## src/rtl/ctq_pkg.sv

```systemverilog
// ctq_pkg: shared sizes, codes and controller/datapath structs for the
// cancellable timer queue. No dependencies.
package ctq_pkg;

  localparam int CAPACITY    = 16;
  localparam int MAX_RESULTS = 16;
  localparam int IDX_W       = $clog2(CAPACITY);
  localparam int CNT_W       = $clog2(MAX_RESULTS);
  localparam int MODE_W      = 2;
  localparam int KIND_W      = 2;
  localparam int DELAY_W     = 16;
  localparam int ID_W        = 32;
  localparam int TICK_W      = 32;

  // Highest id handed out; after it the sequence restarts at one.
  localparam logic [ID_W-1:0] ID_FIRST = ID_W'(1);
  localparam logic [ID_W-1:0] ID_LAST  = {{(ID_W-1){1'b1}}, 1'b0};

  typedef enum logic [MODE_W-1:0] {
    MODE_POST   = 2'd0,
    MODE_CANCEL = 2'd1,
    MODE_TICK   = 2'd2
  } mode_e;

  typedef enum logic [KIND_W-1:0] {
    KIND_POST    = 2'd0,
    KIND_CANCEL  = 2'd1,
    KIND_EXPIRED = 2'd2
  } kind_e;

  typedef enum logic [1:0] {
    ST_IDLE,
    ST_EXEC,
    ST_SCAN,
    ST_EMIT
  } state_e;

  // controller -> datapath
  typedef struct packed {
    logic load;       // capture input word
    logic do_post;
    logic do_cancel;
    logic snap;       // latch expired set, start scan
    logic scan_step;  // examine one entry
    logic emit;       // send best entry as expired
  } ctq_cmd_t;

  // datapath -> controller
  typedef struct packed {
    logic [MODE_W-1:0] mode;
    logic              out_free;
    logic              scan_end;
    logic              best_found;
    logic              emit_last;
  } ctq_sts_t;

endpackage

```

## src/rtl/ctq_ctrl.sv

```systemverilog
// ctq_ctrl: sequencing state machine of the timer queue.
// Depends on ctq_pkg.
module ctq_ctrl import ctq_pkg::*; (
  input  logic     clk_i,
  input  logic     rst_ni,
  input  logic     in_valid_i,
  output logic     in_ready_o,
  input  ctq_sts_t sts_i,
  output ctq_cmd_t cmd_o
);

  state_e state_q, state_d;

  always_ff @(posedge clk_i or negedge rst_ni) begin
    if (!rst_ni) begin
      state_q <= ST_IDLE;
    end else begin
      state_q <= state_d;
    end
  end

  // next state
  always_comb begin
    state_d = state_q;
    unique case (state_q)
      ST_IDLE: begin
        if (in_valid_i) state_d = ST_EXEC;
      end
      ST_EXEC: begin
        case (sts_i.mode)
          MODE_POST, MODE_CANCEL: begin
            if (sts_i.out_free) state_d = ST_IDLE;
          end
          MODE_TICK: state_d = ST_SCAN;
          default:   state_d = ST_IDLE;
        endcase
      end
      ST_SCAN: begin
        if (sts_i.scan_end) state_d = ST_EMIT;
      end
      ST_EMIT: begin
        if (!sts_i.best_found) begin
          state_d = ST_IDLE;
        end else if (sts_i.out_free) begin
          state_d = sts_i.emit_last ? ST_IDLE : ST_SCAN;
        end
      end
      default: state_d = ST_IDLE;
    endcase
  end

  // outputs
  always_comb begin
    cmd_o      = '0;
    in_ready_o = 1'b0;
    unique case (state_q)
      ST_IDLE: begin
        in_ready_o = 1'b1;
        cmd_o.load = in_valid_i;
      end
      ST_EXEC: begin
        cmd_o.do_post   = (sts_i.mode == MODE_POST)   && sts_i.out_free;
        cmd_o.do_cancel = (sts_i.mode == MODE_CANCEL) && sts_i.out_free;
        cmd_o.snap      = (sts_i.mode == MODE_TICK);
      end
      ST_SCAN: cmd_o.scan_step = 1'b1;
      ST_EMIT: cmd_o.emit = sts_i.best_found && sts_i.out_free;
      default: ;
    endcase
  end

endmodule

```

## config.mk

```make
export PLATFORM = sky130hd
export DESIGN_NAME = ctq_ctrl
export DESIGN_NICKNAME = d
export VERILOG_FILES = /design/src/rtl/ctq_pkg.sv /design/src/rtl/ctq_ctrl.sv
export SDC_FILE = /design/constraint.sdc
export NUM_CORES = 1
export LEC_CHECK = 0
export CAP_MARGIN = 10
export CORE_AREA = 2 2 39 41
export CTS_BUF_LIST = sky130_fd_sc_hd__clkbuf_8 sky130_fd_sc_hd__clkbuf_16
export CTS_CLUSTER_SIZE = 40
export DETAILED_ROUTE_END_ITERATION = 8
export DIE_AREA = 0 0 41 43
export DONT_BUFFER_PORTS = 1
export HOLD_SLACK_MARGIN = 0.03
export RECOVER_POWER = 100
export SLEW_MARGIN = 0
export SYNTH_ARGS = -nofsm -noshare
export SYNTH_HDL_FRONTEND = slang
export SYNTH_SLANG_ARGS = --single-unit
```

## constraint.sdc

```tcl
create_clock -name clk_i -period 2.04 [get_ports clk_i]
set_input_delay 0.408 -clock clk_i [delete_from_list [all_inputs] [get_ports clk_i]]
set_output_delay 0.408 -clock clk_i [all_outputs]
set_load 0.02 [all_outputs]
```

Yosys cells after proc, flatten, opt, wreduce, memory -nomap -nowiden
Cells that the tools add are included.
- flip-flop bits (word level): 2
- input port bits: 9
- output and inout port bits: 7
- logic and storage cells: 30
- equality and inequality tests: 9
- multiplexer cells: 13
- reductions and logical operators: 7
- operators with widths (cell ; count):
    $mux W2 ; 6
    $pmux W2 S4 ; 1
    $eq A2 B2 Y1 const B ; 3
    $ne A3 B3 Y1 const B ; 2
    $eq A2 B1 Y1 const B ; 2
    $logic_not A2 Y1 ; 2
    $mux W1 ; 4
    $ne A2 B2 Y1 const B ; 2
    $pmux W2 S2 ; 1
    $reduce_and A4 Y1 ; 1
    $logic_and A1 B1 Y1 ; 3
    $mux W3 ; 1
    $reduce_or A2 Y1 ; 1

Logic depth before layout (Yosys ltp)
- word-level depth: 4
- depth in mapped cells: 4
- gate-level depth less buffers: 3

Least setup slack after synthesis
OpenSTA, ideal clock, no wires.
- path kind: register to output
- from: register state_q[1]
- to: output cmd_o[5] (netlist bit)
- arrival time: 1.094 ns
- path slack: 0.538 ns
- cell stages (with the launch flop): 4
- path buffers: 1
- cell sequence: dfrtp_1 buf_6 nor2_1 and2_1
- RTL lines (what ; line ; source):
    start, declared ; ctq_ctrl.sv:12 ; state_e state_q, state_d;
    start signal, assigned ; ctq_ctrl.sv:18 ; state_q <= state_d;
    end, declared ; ctq_ctrl.sv:9 ; output ctq_cmd_t cmd_o

==> metrics <==
layout-stage area growth over the synthesis result 38.3%; register share of total power 0.258; RePlAce Congestion just under 0.6; startpoint of the most critical setup path state_q[1]; count of maximum capacitance violations 0; hold buffers post-CTS 1; internal power summed over all cells between 0.0002 and 0.00025 W; time the worst path needs with I/O delays and setup around 1800 ps; reg-to-reg slack, setup around 910 ps; overall via count from detail_route around 150; Critical Path Fanout Max 8; clock transition time at the flip-flop clock pins of the worst setup and hold paths ~30 ps; clock latency of the later-clocked register in the worst-skew pair ~210 ps; largest buffer count on any clock path 2; Max Clock Skew between 1 and 1.5 ps; mean area per synthesized cell ~8.3 sq um; number of cells on the worst reg-to-reg path 2; die height ~43 um; DR pass1 iterations 1; source of the worst hold timing path sts_i[3]; wire length of the first global-routing pass between 600 and 700 um; Filler Cells Inserted roughly 160; Max-Slew Margin vs Limit 0.724; Worst EP arrival ~1400 ps; fraction of met1 tracks used by global routing 0.0865; top library cells by usage in the layout, fill and taps aside sky130_fd_sc_hd__nor2_1, sky130_fd_sc_hd__clkbuf_8, sky130_fd_sc_hd__nand3_1, sky130_fd_sc_hd__nand2b_1, sky130_fd_sc_hd__dfrtp_1; net count after synthesis 29; ratio of cells with drive above 1 in the final layout 0.125; CP Capture Type output pin; total detailed-routing wirelength around 450 um; registers with the most flip-flops state_q x2; total inserted antenna cells 0; number of setup buffers added after CTS 0; total number of nets in the final design 35; dominant cells by area after synthesis sky130_fd_sc_hd__dfrtp_1, sky130_fd_sc_hd__nor2_1, sky130_fd_sc_hd__and4bb_1; die area about 0.0018 sq mm; clock tree from TritonCTS built; Fin Setup TNS 0 ps; largest vdd supply drop roughly 0.36 mV; Synth Warn # 0; unrepaired setup endpoints after global routing no; min-delay worst type input pin to flop; vias in the first global route 160; summed instance area of the synthesized netlist ~170 sq um; number of vias per cell after detailed routing between 3 and 4; leading cell type in the layout, fill and taps excluded sky130_fd_sc_hd__nor2_1; Worst-Margin Slew roughly 410 ps; max FFs per register 2; DRC 0; met2 Track Usage GR 0.0625; antenna violation net count after detailed routing 0; launching point of the worst reg2reg path state_q[1]; remaining global-route overflow 0; cell row count 14; pin count of the biggest net entering global routing 10; root buffer selected by CTS sky130_fd_sc_hd__clkbuf_8; effective utilization at floorplan 0.120; area of the core 0.00138 sq mm; top-level port count 16; starting DRC count in detailed routing 0; cell accounting for the most synthesized area sky130_fd_sc_hd__dfrtp_1; count of cells resized by post-cts repair 0; combined global-route utilization of all metal layers 0.0662; largest reg by FF count state_q; fraction of post-synthesis cell area in the top cell type by area 0.301; wire length per cell after detailed routing 11.3 um; startpoint types flop; Gate Count Post-Synth 20; max-slew violation total from the final report 0; switching power total ~0.00016 W; share of synthesized area occupied by flip-flops and latches 0.301; htree depth 1; data required time of the worst path about 1600 ps; met3 Usage GRT 0.0209; peak-usage layer in the global routing report met4; sink count of the clock tree 2; standby leakage power about 0.094 nW; number of CTS-inserted buffers 3; fraction of power spent switching nets 0.402; Unique masters post-synth 14; number of instances on the worst hold path 2; Pwr Density between 1500 and 2000 mW/mm^2; die span in x approximately 40 um; fraction of power consumed by the clock network 0.396; HPWL reported at the end of detailed placement 350 um; share of the cycle needed by the critical path after routing 0.878; combinational group share of total power 0.345; final number of hold-violating endpoints 0; Max Fclk ~0.56 GHz; antenna violations before repair 0; number of synthesized register bits 2; status finished clean; IO Port Bufs 0; final setup fails 0; final cell utilization of the core 0.166; type of the worst setup path flop to output pin
[cell usage after synthesis]
master,instances
sky130_fd_sc_hd__a21oi_1,1
sky130_fd_sc_hd__a31o_1,1
sky130_fd_sc_hd__and2_1,1
sky130_fd_sc_hd__and4_1,1
sky130_fd_sc_hd__and4bb_1,1
sky130_fd_sc_hd__buf_6,1
sky130_fd_sc_hd__dfrtp_1,2
sky130_fd_sc_hd__inv_1,1
sky130_fd_sc_hd__mux2i_1,1
sky130_fd_sc_hd__nand2b_1,2
sky130_fd_sc_hd__nand3_1,2
sky130_fd_sc_hd__nor2_1,4
sky130_fd_sc_hd__nor2b_1,1
sky130_fd_sc_hd__o22ai_1,1
[per-stage QoR]
step / total power (W) / hold slack, ps / setup slack, ps / cells / instance area, sq um
2_1_floorplan: 0.000229 / 112 / 538 / 20 / 166
3_3_place_gp: 0.000245 / 112 / 615 / 36 / 183
3_5_place_dp: 0.000246 / 112 / 606 / 36 / 183
4_1_cts: 0.000409 / 371 / 378 / 40 / 234
5_1_grt: 0.000423 / 400 / 154 / 40 / 230
6_report: 0.000390 / 376 / 249 / 40 / 230
[area by class of cell]
class                   count  area, sq um  area share
multi-input cells          16          101       0.440
clock buffers               3         41.3       0.179
flip-flops and latches      2         50.0       0.217
well taps                  16         20.0      0.0870
inverters                   1         3.75      0.0163
repair buffers              2         13.8      0.0598
[critical path, stage by stage, from the launching register on]
cell and delay (ps):
sky130_fd_sc_hd__dfrtp_1 450, sky130_fd_sc_hd__nor2_1 130, sky130_fd_sc_hd__clkbuf_1 260, sky130_fd_sc_hd__and2_0 340
[metal layers]
layer / share of wire / up-vias / routed length [um]
met1: 0.44 / 60 / 200
li1: - / 80 / -
met5: 0 / - / 0
met4: 0 / 0 / 0
met3: 0.13 / 0 / 60
met2: 0.42 / 11 / 190
[path summary, 6_finish.rpt]
path,endpoint
setup / recovery,cmd_o[5]
hold reg to reg,state_q[0]
hold / removal,state_q[0]
setup reg to reg,state_q[1]
min in group asynchronous,state_q[0]
max in group asynchronous,state_q[1]
[cell families (layout without fill, tap and decap cells)]
family                 Yosys count  in the layout  synth area share
AO/OA/AOI/OAI                    3              3             0.120
buffers and inverters            2              6            0.0902
flip-flops                       2              2             0.301
multiplexers                     1              1            0.0602
AND/OR/NAND/NOR                 12             12             0.429
[power groups by stage]
stage / Combinational [W] / Clock (W) / Sequential (W)
floorplan: 0.000149 / 0 / 0.0000796
global placement: 0.000145 / 0 / 0.0000994
detailed placement: 0.000146 / 0 / 0.000100
CTS: 0.000148 / 0.000160 / 0.000100
global route: 0.000148 / 0.000166 / 0.000109
finish: 0.000135 / 0.000155 / 0.000101
No activity file was read; power rests on OpenSTA's default activity.
