### src/rtl/ctq_pkg.sv
// ctq_pkg: shared sizes, codes and controller/datapath structs for the
// cancellable timer queue. No dependencies.
package ctq_pkg;

  localparam int CAPACITY    = 16;
  localparam int MAX_RESULTS = 16;
  localparam int IDX_W       = $clog2(CAPACITY);
  localparam int CNT_W       = $clog2(MAX_RESULTS);
  localparam int MODE_W      = 2;
  localparam int KIND_W      = 2;
  localparam int DELAY_W     = 16;
  localparam int ID_W        = 32;
  localparam int TICK_W      = 32;

  // Highest id handed out; after it the sequence restarts at one.
  localparam logic [ID_W-1:0] ID_FIRST = ID_W'(1);
  localparam logic [ID_W-1:0] ID_LAST  = {{(ID_W-1){1'b1}}, 1'b0};

  typedef enum logic [MODE_W-1:0] {
    MODE_POST   = 2'd0,
    MODE_CANCEL = 2'd1,
    MODE_TICK   = 2'd2
  } mode_e;

  typedef enum logic [KIND_W-1:0] {
    KIND_POST    = 2'd0,
    KIND_CANCEL  = 2'd1,
    KIND_EXPIRED = 2'd2
  } kind_e;

  typedef enum logic [1:0] {
    ST_IDLE,
    ST_EXEC,
    ST_SCAN,
    ST_EMIT
  } state_e;

  // controller -> datapath
  typedef struct packed {
    logic load;       // capture input word
    logic do_post;
    logic do_cancel;
    logic snap;       // latch expired set, start scan
    logic scan_step;  // examine one entry
    logic emit;       // send best entry as expired
  } ctq_cmd_t;

  // datapath -> controller
  typedef struct packed {
    logic [MODE_W-1:0] mode;
    logic              out_free;
    logic              scan_end;
    logic              best_found;
    logic              emit_last;
  } ctq_sts_t;

endpackage

### src/rtl/ctq_dpath.sv
// ctq_dpath: timer table, id/tick counters, scan unit and result register.
// Depends on ctq_pkg.
module ctq_dpath import ctq_pkg::*; (
  input  logic               clk_i,
  input  logic               rst_ni,
  input  ctq_cmd_t           cmd_i,
  output ctq_sts_t           sts_o,
  input  logic [MODE_W-1:0]  mode_i,
  input  logic [DELAY_W-1:0] delay_ticks_i,
  input  logic [ID_W-1:0]    target_id_i,
  output logic               out_valid_o,
  input  logic               out_ready_i,
  output logic [KIND_W-1:0]  kind_o,
  output logic [ID_W-1:0]    timer_id_o,
  output logic               failed_o,
  output logic               last_o
);

  // captured input word
  logic [MODE_W-1:0]  mode_q;
  logic [DELAY_W-1:0] delay_q;
  logic [ID_W-1:0]    target_q;

  // timer table
  logic [CAPACITY-1:0] valid_q;
  logic [ID_W-1:0]     id_q [CAPACITY];
  logic [TICK_W-1:0]   dl_q [CAPACITY];

  logic [ID_W-1:0]   next_id_q;
  logic [TICK_W-1:0] now_q;

  // tick scan state
  logic [CAPACITY-1:0] pend_q;
  logic [IDX_W-1:0]    idx_q;
  logic                best_found_q;
  logic [IDX_W-1:0]    best_idx_q;
  logic [ID_W-1:0]     best_id_q;
  logic [CNT_W-1:0]    cnt_q;

  // result register
  logic              out_valid_q;
  logic [KIND_W-1:0] kind_q;
  logic [ID_W-1:0]   timer_id_q;
  logic              failed_q;
  logic              last_q;

  // parallel match logic
  logic                free_found, hit_found;
  logic [IDX_W-1:0]    free_idx, hit_idx;
  logic [CAPACITY-1:0] expired;
  logic [TICK_W-1:0]   diff [CAPACITY];
  logic                cand;
  logic [CAPACITY-1:0] pend_left;
  logic                out_free;
  logic                out_wr;

  always_comb begin
    free_found = 1'b0;
    free_idx   = '0;
    hit_found  = 1'b0;
    hit_idx    = '0;
    for (int i = 0; i < CAPACITY; i++) begin
      if (!free_found && !valid_q[i]) begin
        free_found = 1'b1;
        free_idx   = IDX_W'(i);
      end
      if (!hit_found && valid_q[i] && (id_q[i] == target_q)) begin
        hit_found = 1'b1;
        hit_idx   = IDX_W'(i);
      end
    end
  end

  // deadline passed when (now - deadline) is non-negative as signed
  always_comb begin
    for (int i = 0; i < CAPACITY; i++) begin
      diff[i]    = now_q - dl_q[i];
      expired[i] = valid_q[i] && !diff[i][TICK_W-1];
    end
  end

  assign cand      = pend_q[idx_q] && (!best_found_q || (id_q[idx_q] < best_id_q));
  assign pend_left = pend_q & ~(CAPACITY'(1) << best_idx_q);
  assign out_free  = !out_valid_q || out_ready_i;
  assign out_wr    = cmd_i.do_post || cmd_i.do_cancel || cmd_i.emit;

  assign sts_o.mode       = mode_q;
  assign sts_o.out_free   = out_free;
  assign sts_o.scan_end   = (idx_q == IDX_W'(CAPACITY - 1));
  assign sts_o.best_found = best_found_q;
  assign sts_o.emit_last  = (pend_left == '0) || (cnt_q == CNT_W'(MAX_RESULTS - 1));

  // control state
  always_ff @(posedge clk_i or negedge rst_ni) begin
    if (!rst_ni) begin
      valid_q      <= '0;
      next_id_q    <= ID_FIRST;
      now_q        <= '0;
      pend_q       <= '0;
      idx_q        <= '0;
      best_found_q <= 1'b0;
      cnt_q        <= '0;
      out_valid_q  <= 1'b0;
    end else begin
      if (cmd_i.load && (mode_i == MODE_TICK)) begin
        now_q <= now_q + TICK_W'(1);
      end
      if (cmd_i.do_post && free_found) begin
        valid_q[free_idx] <= 1'b1;
        next_id_q         <= (next_id_q == ID_LAST) ? ID_FIRST : next_id_q + ID_W'(1);
      end
      if (cmd_i.do_cancel && hit_found) begin
        valid_q[hit_idx] <= 1'b0;
      end
      if (cmd_i.snap) begin
        pend_q       <= expired;
        idx_q        <= '0;
        best_found_q <= 1'b0;
        cnt_q        <= '0;
      end
      if (cmd_i.scan_step) begin
        if (cand) best_found_q <= 1'b1;
        idx_q <= (idx_q == IDX_W'(CAPACITY - 1)) ? '0 : idx_q + IDX_W'(1);
      end
      if (cmd_i.emit) begin
        valid_q[best_idx_q] <= 1'b0;
        pend_q              <= pend_left;
        best_found_q        <= 1'b0;
        idx_q               <= '0;
        cnt_q               <= cnt_q + CNT_W'(1);
      end
      if (out_wr) begin
        out_valid_q <= 1'b1;
      end else if (out_ready_i) begin
        out_valid_q <= 1'b0;
      end
    end
  end

  // payload registers
  always_ff @(posedge clk_i) begin
    if (cmd_i.load) begin
      mode_q   <= mode_i;
      delay_q  <= delay_ticks_i;
      target_q <= target_id_i;
    end
    if (cmd_i.do_post && free_found) begin
      id_q[free_idx] <= next_id_q;
      dl_q[free_idx] <= now_q + TICK_W'(delay_q);
    end
    if (cmd_i.scan_step && cand) begin
      best_idx_q <= idx_q;
      best_id_q  <= id_q[idx_q];
    end
    if (cmd_i.do_post) begin
      kind_q     <= KIND_POST;
      timer_id_q <= free_found ? next_id_q : '0;
      failed_q   <= !free_found;
      last_q     <= 1'b1;
    end else if (cmd_i.do_cancel) begin
      kind_q     <= KIND_CANCEL;
      timer_id_q <= target_q;
      failed_q   <= !hit_found;
      last_q     <= 1'b1;
    end else if (cmd_i.emit) begin
      kind_q     <= KIND_EXPIRED;
      timer_id_q <= best_id_q;
      failed_q   <= 1'b0;
      last_q     <= sts_o.emit_last;
    end
  end

  assign out_valid_o = out_valid_q;
  assign kind_o      = kind_q;
  assign timer_id_o  = timer_id_q;
  assign failed_o    = failed_q;
  assign last_o      = last_q;

endmodule

### config.mk
export PLATFORM = sky130hd
export DESIGN_NAME = ctq_dpath
export DESIGN_NICKNAME = d
export VERILOG_FILES = /design/src/rtl/ctq_pkg.sv /design/src/rtl/ctq_dpath.sv
export SDC_FILE = /design/constraint.sdc
export NUM_CORES = 2
export LEC_CHECK = 0
export BUFFER_PORTS_ARGS = -buffer_cell sky130_fd_sc_hd__buf_2
export CAP_MARGIN = 20
export CORE_UTILIZATION = 45
export DETAILED_ROUTE_END_ITERATION = 8
export PLACE_DENSITY = 0.6
export SYNTH_ARGS = -nofsm -noshare
export SYNTH_HDL_FRONTEND = slang
export SYNTH_SLANG_ARGS = --single-unit
### constraint.sdc
create_clock -name clk_i -period 5.1 [get_ports clk_i]
set_input_delay 1.02 -clock clk_i [delete_from_list [all_inputs] [get_ports clk_i]]
set_output_delay 1.02 -clock clk_i [all_outputs]
set_load 0.01 [all_outputs]
# --- After elaboration in Yosys (flattened, before gate mapping) ---
# Memories as Yosys holds them, arrays and structs flattened.
# Index checks and enable logic that the tools add are counted.
totals:
  reg_bits: 228
  mem_bits_rw: 1024
  in_bits: 59
  out_inout_bits: 43
  wordCells: 321
  n_memories: 2
mem_list:
  columns: ["memory", "words", "width", "rd", "rd_ports_with_merged_regs", "write_ports", "line", "rtl"]
  rows:
  - ["dl_q", 16, 32, 16, 0, 1, "ctq_dpath.sv:27", "logic [TICK_W-1:0] dl_q [CAPACITY];"]
  - ["id_q", 16, 32, 17, 0, 1, "ctq_dpath.sv:26", "logic [ID_W-1:0] id_q [CAPACITY];"]
op_classes:
  addsub: 21
  order_cmp: 8
  eq_ne: 20
  shifts: 1
  n_mux: 98
  bitwise_logic: 7
  n_reduce_logical: 146
op_table:
  columns: ["cell", "n"]
  rows:
  - ["$eq A32 B32 Y1", 16]
  - ["$sub A32 B32 Y32", 16]
  - ["$mux W32", 5]
  - ["$mux W4", 33]
  - ["$mux W16", 5]
  - ["$logic_and A1 B1 Y1", 70]
  - ["$add A32 B1 Y32 const B", 2]
  - ["$logic_not A1 Y1", 64]
  - ["$mux W1", 51]
  - ["$and A16 B16 Y16", 3]
  - ["$not A16 Y16", 3]
  - ["$add A32 B16 Y32", 1]
  - ["$eq A32 B32 Y1 const B", 1]
  - ["$lt A32 B32 Y1", 1]
  - ["$lt A4 B5 Y1 const B", 4]
  - ["$logic_not A16 Y1", 1]
  - ["$or A16 B16 Y16", 1]
  - ["$shl A1 B4 Y16 const A", 1]
  - ["$demux W1 S4", 3]
  - ["$ge A4 B1 Y1 const B", 3]
  - ["$add A4 B1 Y4 const B", 2]
  - ["$eq A4 B4 Y1 const B", 2]
  - ["$reduce_bool A2 Y1", 3]
  - ["$reduce_bool A3 Y1", 2]
  - ["other kinds (4)", 8]

# --- Depth between registers and ports, before layout ---
# An unclocked memory read counts as a cell.
depth:
  depth_word: 73
  depth_mapped: 17
  depth_no_buf: 13

# --- Worst setup path after synthesis ---
# OpenSTA, ideal clock, no wires.
synth_timing:
  kind: "register to register"
  startpoint: "register idx_q[0]"
  endpoint: "register best_id_q[0], read port of id_q, enable pin"
  setup_time_ps: 407
  arrival_time_ps: 4923
  required_time_ps: 4693
  slack_ps: -230
  stages_incl_launch_ff: 16
  n_path_buf: 3
  period_less_slack_ps: 5330
  path_cell_list: "dfrtp_1 buf_2 buf_2 buf_1 mux4_2 mux4_2 ha_1 a21o_1 a21o_1 a21o_1 a21oi_1 nor2b_1 o21ai_0 a21oi_1 nand4b_1 a21oi_2"
synth_via:
  elab_chain_cells: 5
  word_cells_on_any_way: 7
  cone_classes: "order compare: 1; mux: 2; reduce/logical: 3; memory: 1"
synth_rtl:
  columns: ["element", "line", "rtl"]
  rows:
  - ["start, declared", "ctq_dpath.sv:34", "logic [IDX_W-1:0] idx_q;"]
  - ["start signal, assigned", "ctq_dpath.sv:123", "idx_q <= (idx_q == IDX_W'(CAPACITY - 1)) ? '0 : idx_q + IDX_W'(1);"]
  - ["$mem_v2 Z16 W32", null, null]
  - ["$lt A32 B32 Y1", "ctq_dpath.sv:82", "assign cand = pend_q[idx_q] && (!best_found_q || (id_q[idx_q] < best_id_q));"]
  - ["$logic_or A1 B1 Y1", "ctq_dpath.sv:82", null]
  - ["$logic_and A1 B1 Y1 *", "ctq_dpath.sv:82", null]
  - ["$logic_and A1 B1 Y1 *", "ctq_dpath.sv:151", "if (cmd_i.scan_step && cand) begin"]
  - ["end, declared", "ctq_dpath.sv:37", "logic [ID_W-1:0] best_id_q;"]
# Mark *: on every way between the ends. The rest lies on a longest branch, timed or not. The select of a mux whose other input is x is not followed.
# A chain may end at the register's enable or synchronous reset.

# --- Final worst setup path ---
layout_timing:
  startpoint: "register idx_q[0]"
  endpoint: "register best_id_q[3], read port of id_q, enable pin"
# Same word-level chain as after synthesis.

==> flow_summary.toml <==
[status]
status = "complete, no violations"

[synth]
synth.avg_cell_area_sq_um = 13.59
synth_edf_count = 1143
synth-main-ff-cell = "edfxtp_1"
postSynthRegisterBits = 1252
syn_area_sq_um = 64590
synth_area_leader_cell = "edfxtp_1"
synth.yosys.warnings = 0
post_synth_main_area_contributors = "edfxtp_1 (53%), ha_1 (10%), mux4_2 (5.8%), xnor2_1 (4.6%), dfrtp_1 (4.1%)"
synth-async-reset-ratio_pct = 8.466
synth_top_area_share_pct = 53.14
seq_area_frac_synth_pct = 57.35
syn_nets = 5346
synth.lib_cells_used.distinct = 82
postSynthCellCount = 4754

[finish]
flow.area_growth_from_synthesis_pct = 13.60
layout_commonest_cell = "edfxtp_1"
final_net_count = 5673
share_of_final_layout_standard_cells_stronger_than_drive_strength_1_pct = 14.57
layout_common_cells = "edfxtp_1 (1143), inv_1 (548), ha_1 (532)"

[cts]
post_cts_resized = 0
tritoncts = "built"
post_cts_buffers = 0
clock-sinks = 1252
cts_buffer_depth = 3
clk-insertion-delay-late_ns = 0.79
cts_root_buf = "clkbuf_16"
cts_max_level = 4
cts.hold.buffers_added = 0
clkTransAtPathRegs_ns = 0.06
numCtsBuffers = 142

[power]
clock_power_share_pct = 35.6
cell_internal_pwr_mw = 20.30
p_comb_share_pct = 18.1
leakagePower_nw = 30.38
power_frac_seq_pct = 46.3
ir_worst_vdd_v = 0.0003859
power.net_switching_mw = 8.654
power.density_nw_per_um2 = 394.6
switching_power_share_of_the_total_pct = 29.89

[detailed_routing]
first_iteration_detailed_routing_drc_count = 5384
routed_wire_length_per_instance_um = 31.80
finalWirelength_um = 225600
routed-via-count = 42250
detail_route.vias_per_cell = 5.956
post_route_drc = 0
ant_nets = 0
drtPass1Iterations = 6

[timing]
fin_ws_ns = 0.07940
final-max-slew-violation-count = 0
tightest_slew_ns = 1.178
finalHoldViolCount = 0
post-route-min-period_ns = 5.021
fmaxAchievable_ghz = 0.1992
setup_violations = 0
maxSlewHeadroom_pct = 20.89
hold-worst-slack_ns = 0.1981
finClkSkew_ns = 0.03359
rsz0062_at_grt = "false"
post-route-period-util_pct = 98.44

[worst_setup_path]
worst_r2r_endpoint = "best_id_q[3]"
regToRegStartpoint = "idx_q[0]"
setup.worst_path.end_class = "register"
rr_worst_depth = 10
cp.required_ns = 5.54
sort_of_element_at_the_start_of_the_critical_path = "register"
timing.critical_path.arrival_ns = 5.46
setup.worst_path.class = "reg2reg"
regToRegSetupSlack_ns = 0.08
worst-path-max-fanout = 31

[global_routing]
grt_overflow_total = 0
global_route.usage.total_pct = 30.95
first_global_vias = 40390
grt_antenna_before_repair = 14
largest_net_degree_at_the_start_of_global_routing = 66
grt_pass1_wl_um = 313100

[place]
port_buffers = 101
place_hpwl_um = 162500
gp_routability_congestion = 1.044
dpl_worst_slack_ns = 0.2241

[floorplanning]
die_x_um = 380.8
dieArea_sq_um = 145000
top_level_ports = 102
core_area_sq_um = 141900
std_cell_rows = 138
start_util_pct = 45.50
dieHeight_um = 380.8

[flow_run]
drv_cap = 0

[worst_hold_path]
worst_hold_path_type = "in2async"
==> cell families after synthesis <==
family                     Yosys count  synth area share, %
muxes                              198                6.265
buffers and inverters              684                4.558
and+or+nand+nor                    825                6.786
xor gates and xnor gates           625                8.476
adders and majority gates          533                10.34
DFF                               1252                57.35
AOI/OAI and AO/OA                  637                6.232
==> worst max-delay path, cell delays in order, from the launching register on <==
cell and delay, ns:
dfrtp_4 0.72, buf_4 0.30, mux4_2 0.52, mux4_2 0.50, ha_1 0.30, a2111oi_0 0.66, a21oi_1 0.23, o21ai_1 0.46
nand4b_1 0.36, a21oi_4 0.28, buf_12 0.27
==> Yosys cell counts (9+ instances only) <==
master	instances
dfrtp_1	105
buf_4	23
nand3_1	87
a21oi_1	177
and4_1	9
xor2_1	286
o21ai_0	158
inv_1	548
buf_6	35
o31ai_1	10
a211oi_1	10
o22ai_1	9
clkbuf_1	45
nand2b_1	35
ha_1	532
edfxtp_1	1143
nor2b_1	40
buf_2	13
a211o_1	10
a31oi_1	13
xnor2_1	339
buf_1	19
mux2i_1	33
o21ai_1	12
nor4_1	75
nand4_1	165
nor2_1	144
mux4_2	165
o21a_1	20
a2111oi_0	14
o211ai_1	15
and3_1	36
or3_1	15
a21o_1	136
nor3_1	39
nand2_1	143
==> registers in the layout, indices dropped and copies added, names as in the netlist <==
signal        flops
best_found_q      1
best_id_q        32
best_idx_q        4
cnt_q             4
delay_q          16
dl_q            512
failed_o          1
id_q            512
idx_q             4
kind_o            2
last_o            1
mode_q            2
next_id_q        32
now_q            32
out_valid_o       1
pend_q           16
target_q         32
timer_id_o       32
valid_q          16
==> stage by stage <==
step / util (%) / TNS, ns / power [mW] / cell area [sq um] / cells
finish: 51.69 / 0 / 28.95 / 73370 / 7094
detailed placement: 48.42 / 0 / 18.75 / 68720 / 6827
floorplan: - / -1.946 / 16.14 / 64600 / 4754
global placement: 48.40 / 0 / 18.69 / 68700 / 6826
global route: 51.69 / 0 / 29.82 / 73360 / 7091
CTS: 51.69 / 0 / 29.00 / 73360 / 7091
==> metal layers <==
layer  vias to the layer above  global-route usage (%)  wire, um
met4                         4                   11.75      9483
met5                         -                       0        21
li1                      18220                       -         -
met1                     21320                   43.80     94110
met2                      2287                   45.25     97000
met3                       422                   8.485     24950
==> final cells by class <==
cell class | instances | area, sq um
fillers | 12070 | 68560
flip-flops and latches | 1252 | 37050
multi-input cells | 2818 | 24810
clock buffers | 202 | 3984
repair buffers | 319 | 2446
well taps | 1890 | 2365
inverters | 548 | 2057
clock inverters | 62 | 654.4
diodes | 3 | 7.507
==> worst max-delay path by stage <==
| stage | start | to | slack (ns) | depth (start not counted) |
|---|---|---|---|---|
| floorplan | cmd_i[4] | valid_q[8] | -0.03 | 8 |
| global placement | idx_q[0] | best_id_q[15] | 0.27 | 10 |
| detailed placement | idx_q[0] | best_id_q[13] | 0.22 | 10 |
| CTS | idx_q[0] | best_id_q[12] | 0.22 | 10 |
| global route | idx_q[0] | best_id_q[2] | 0.19 | 10 |
| finish | idx_q[0] | best_id_q[3] | 0.08 | 10 |
==> power groups by stage <==
| stage | Sequential [mW] | Combinational [mW] | Clock, mW |
|---|---|---|---|
| 6_report | 13.4 | 5.25 | 10.3 |
| 5_1_grt | 13.5 | 5.55 | 10.8 |
| 4_1_cts | 13.4 | 5.20 | 10.4 |
| 3_5_place_dp | 13.6 | 5.18 | 0 |
| 3_3_place_gp | 13.6 | 5.12 | 0 |
| 2_1_floorplan | 13.4 | 2.78 | 0 |
Power figures use the tool's default switching activity.
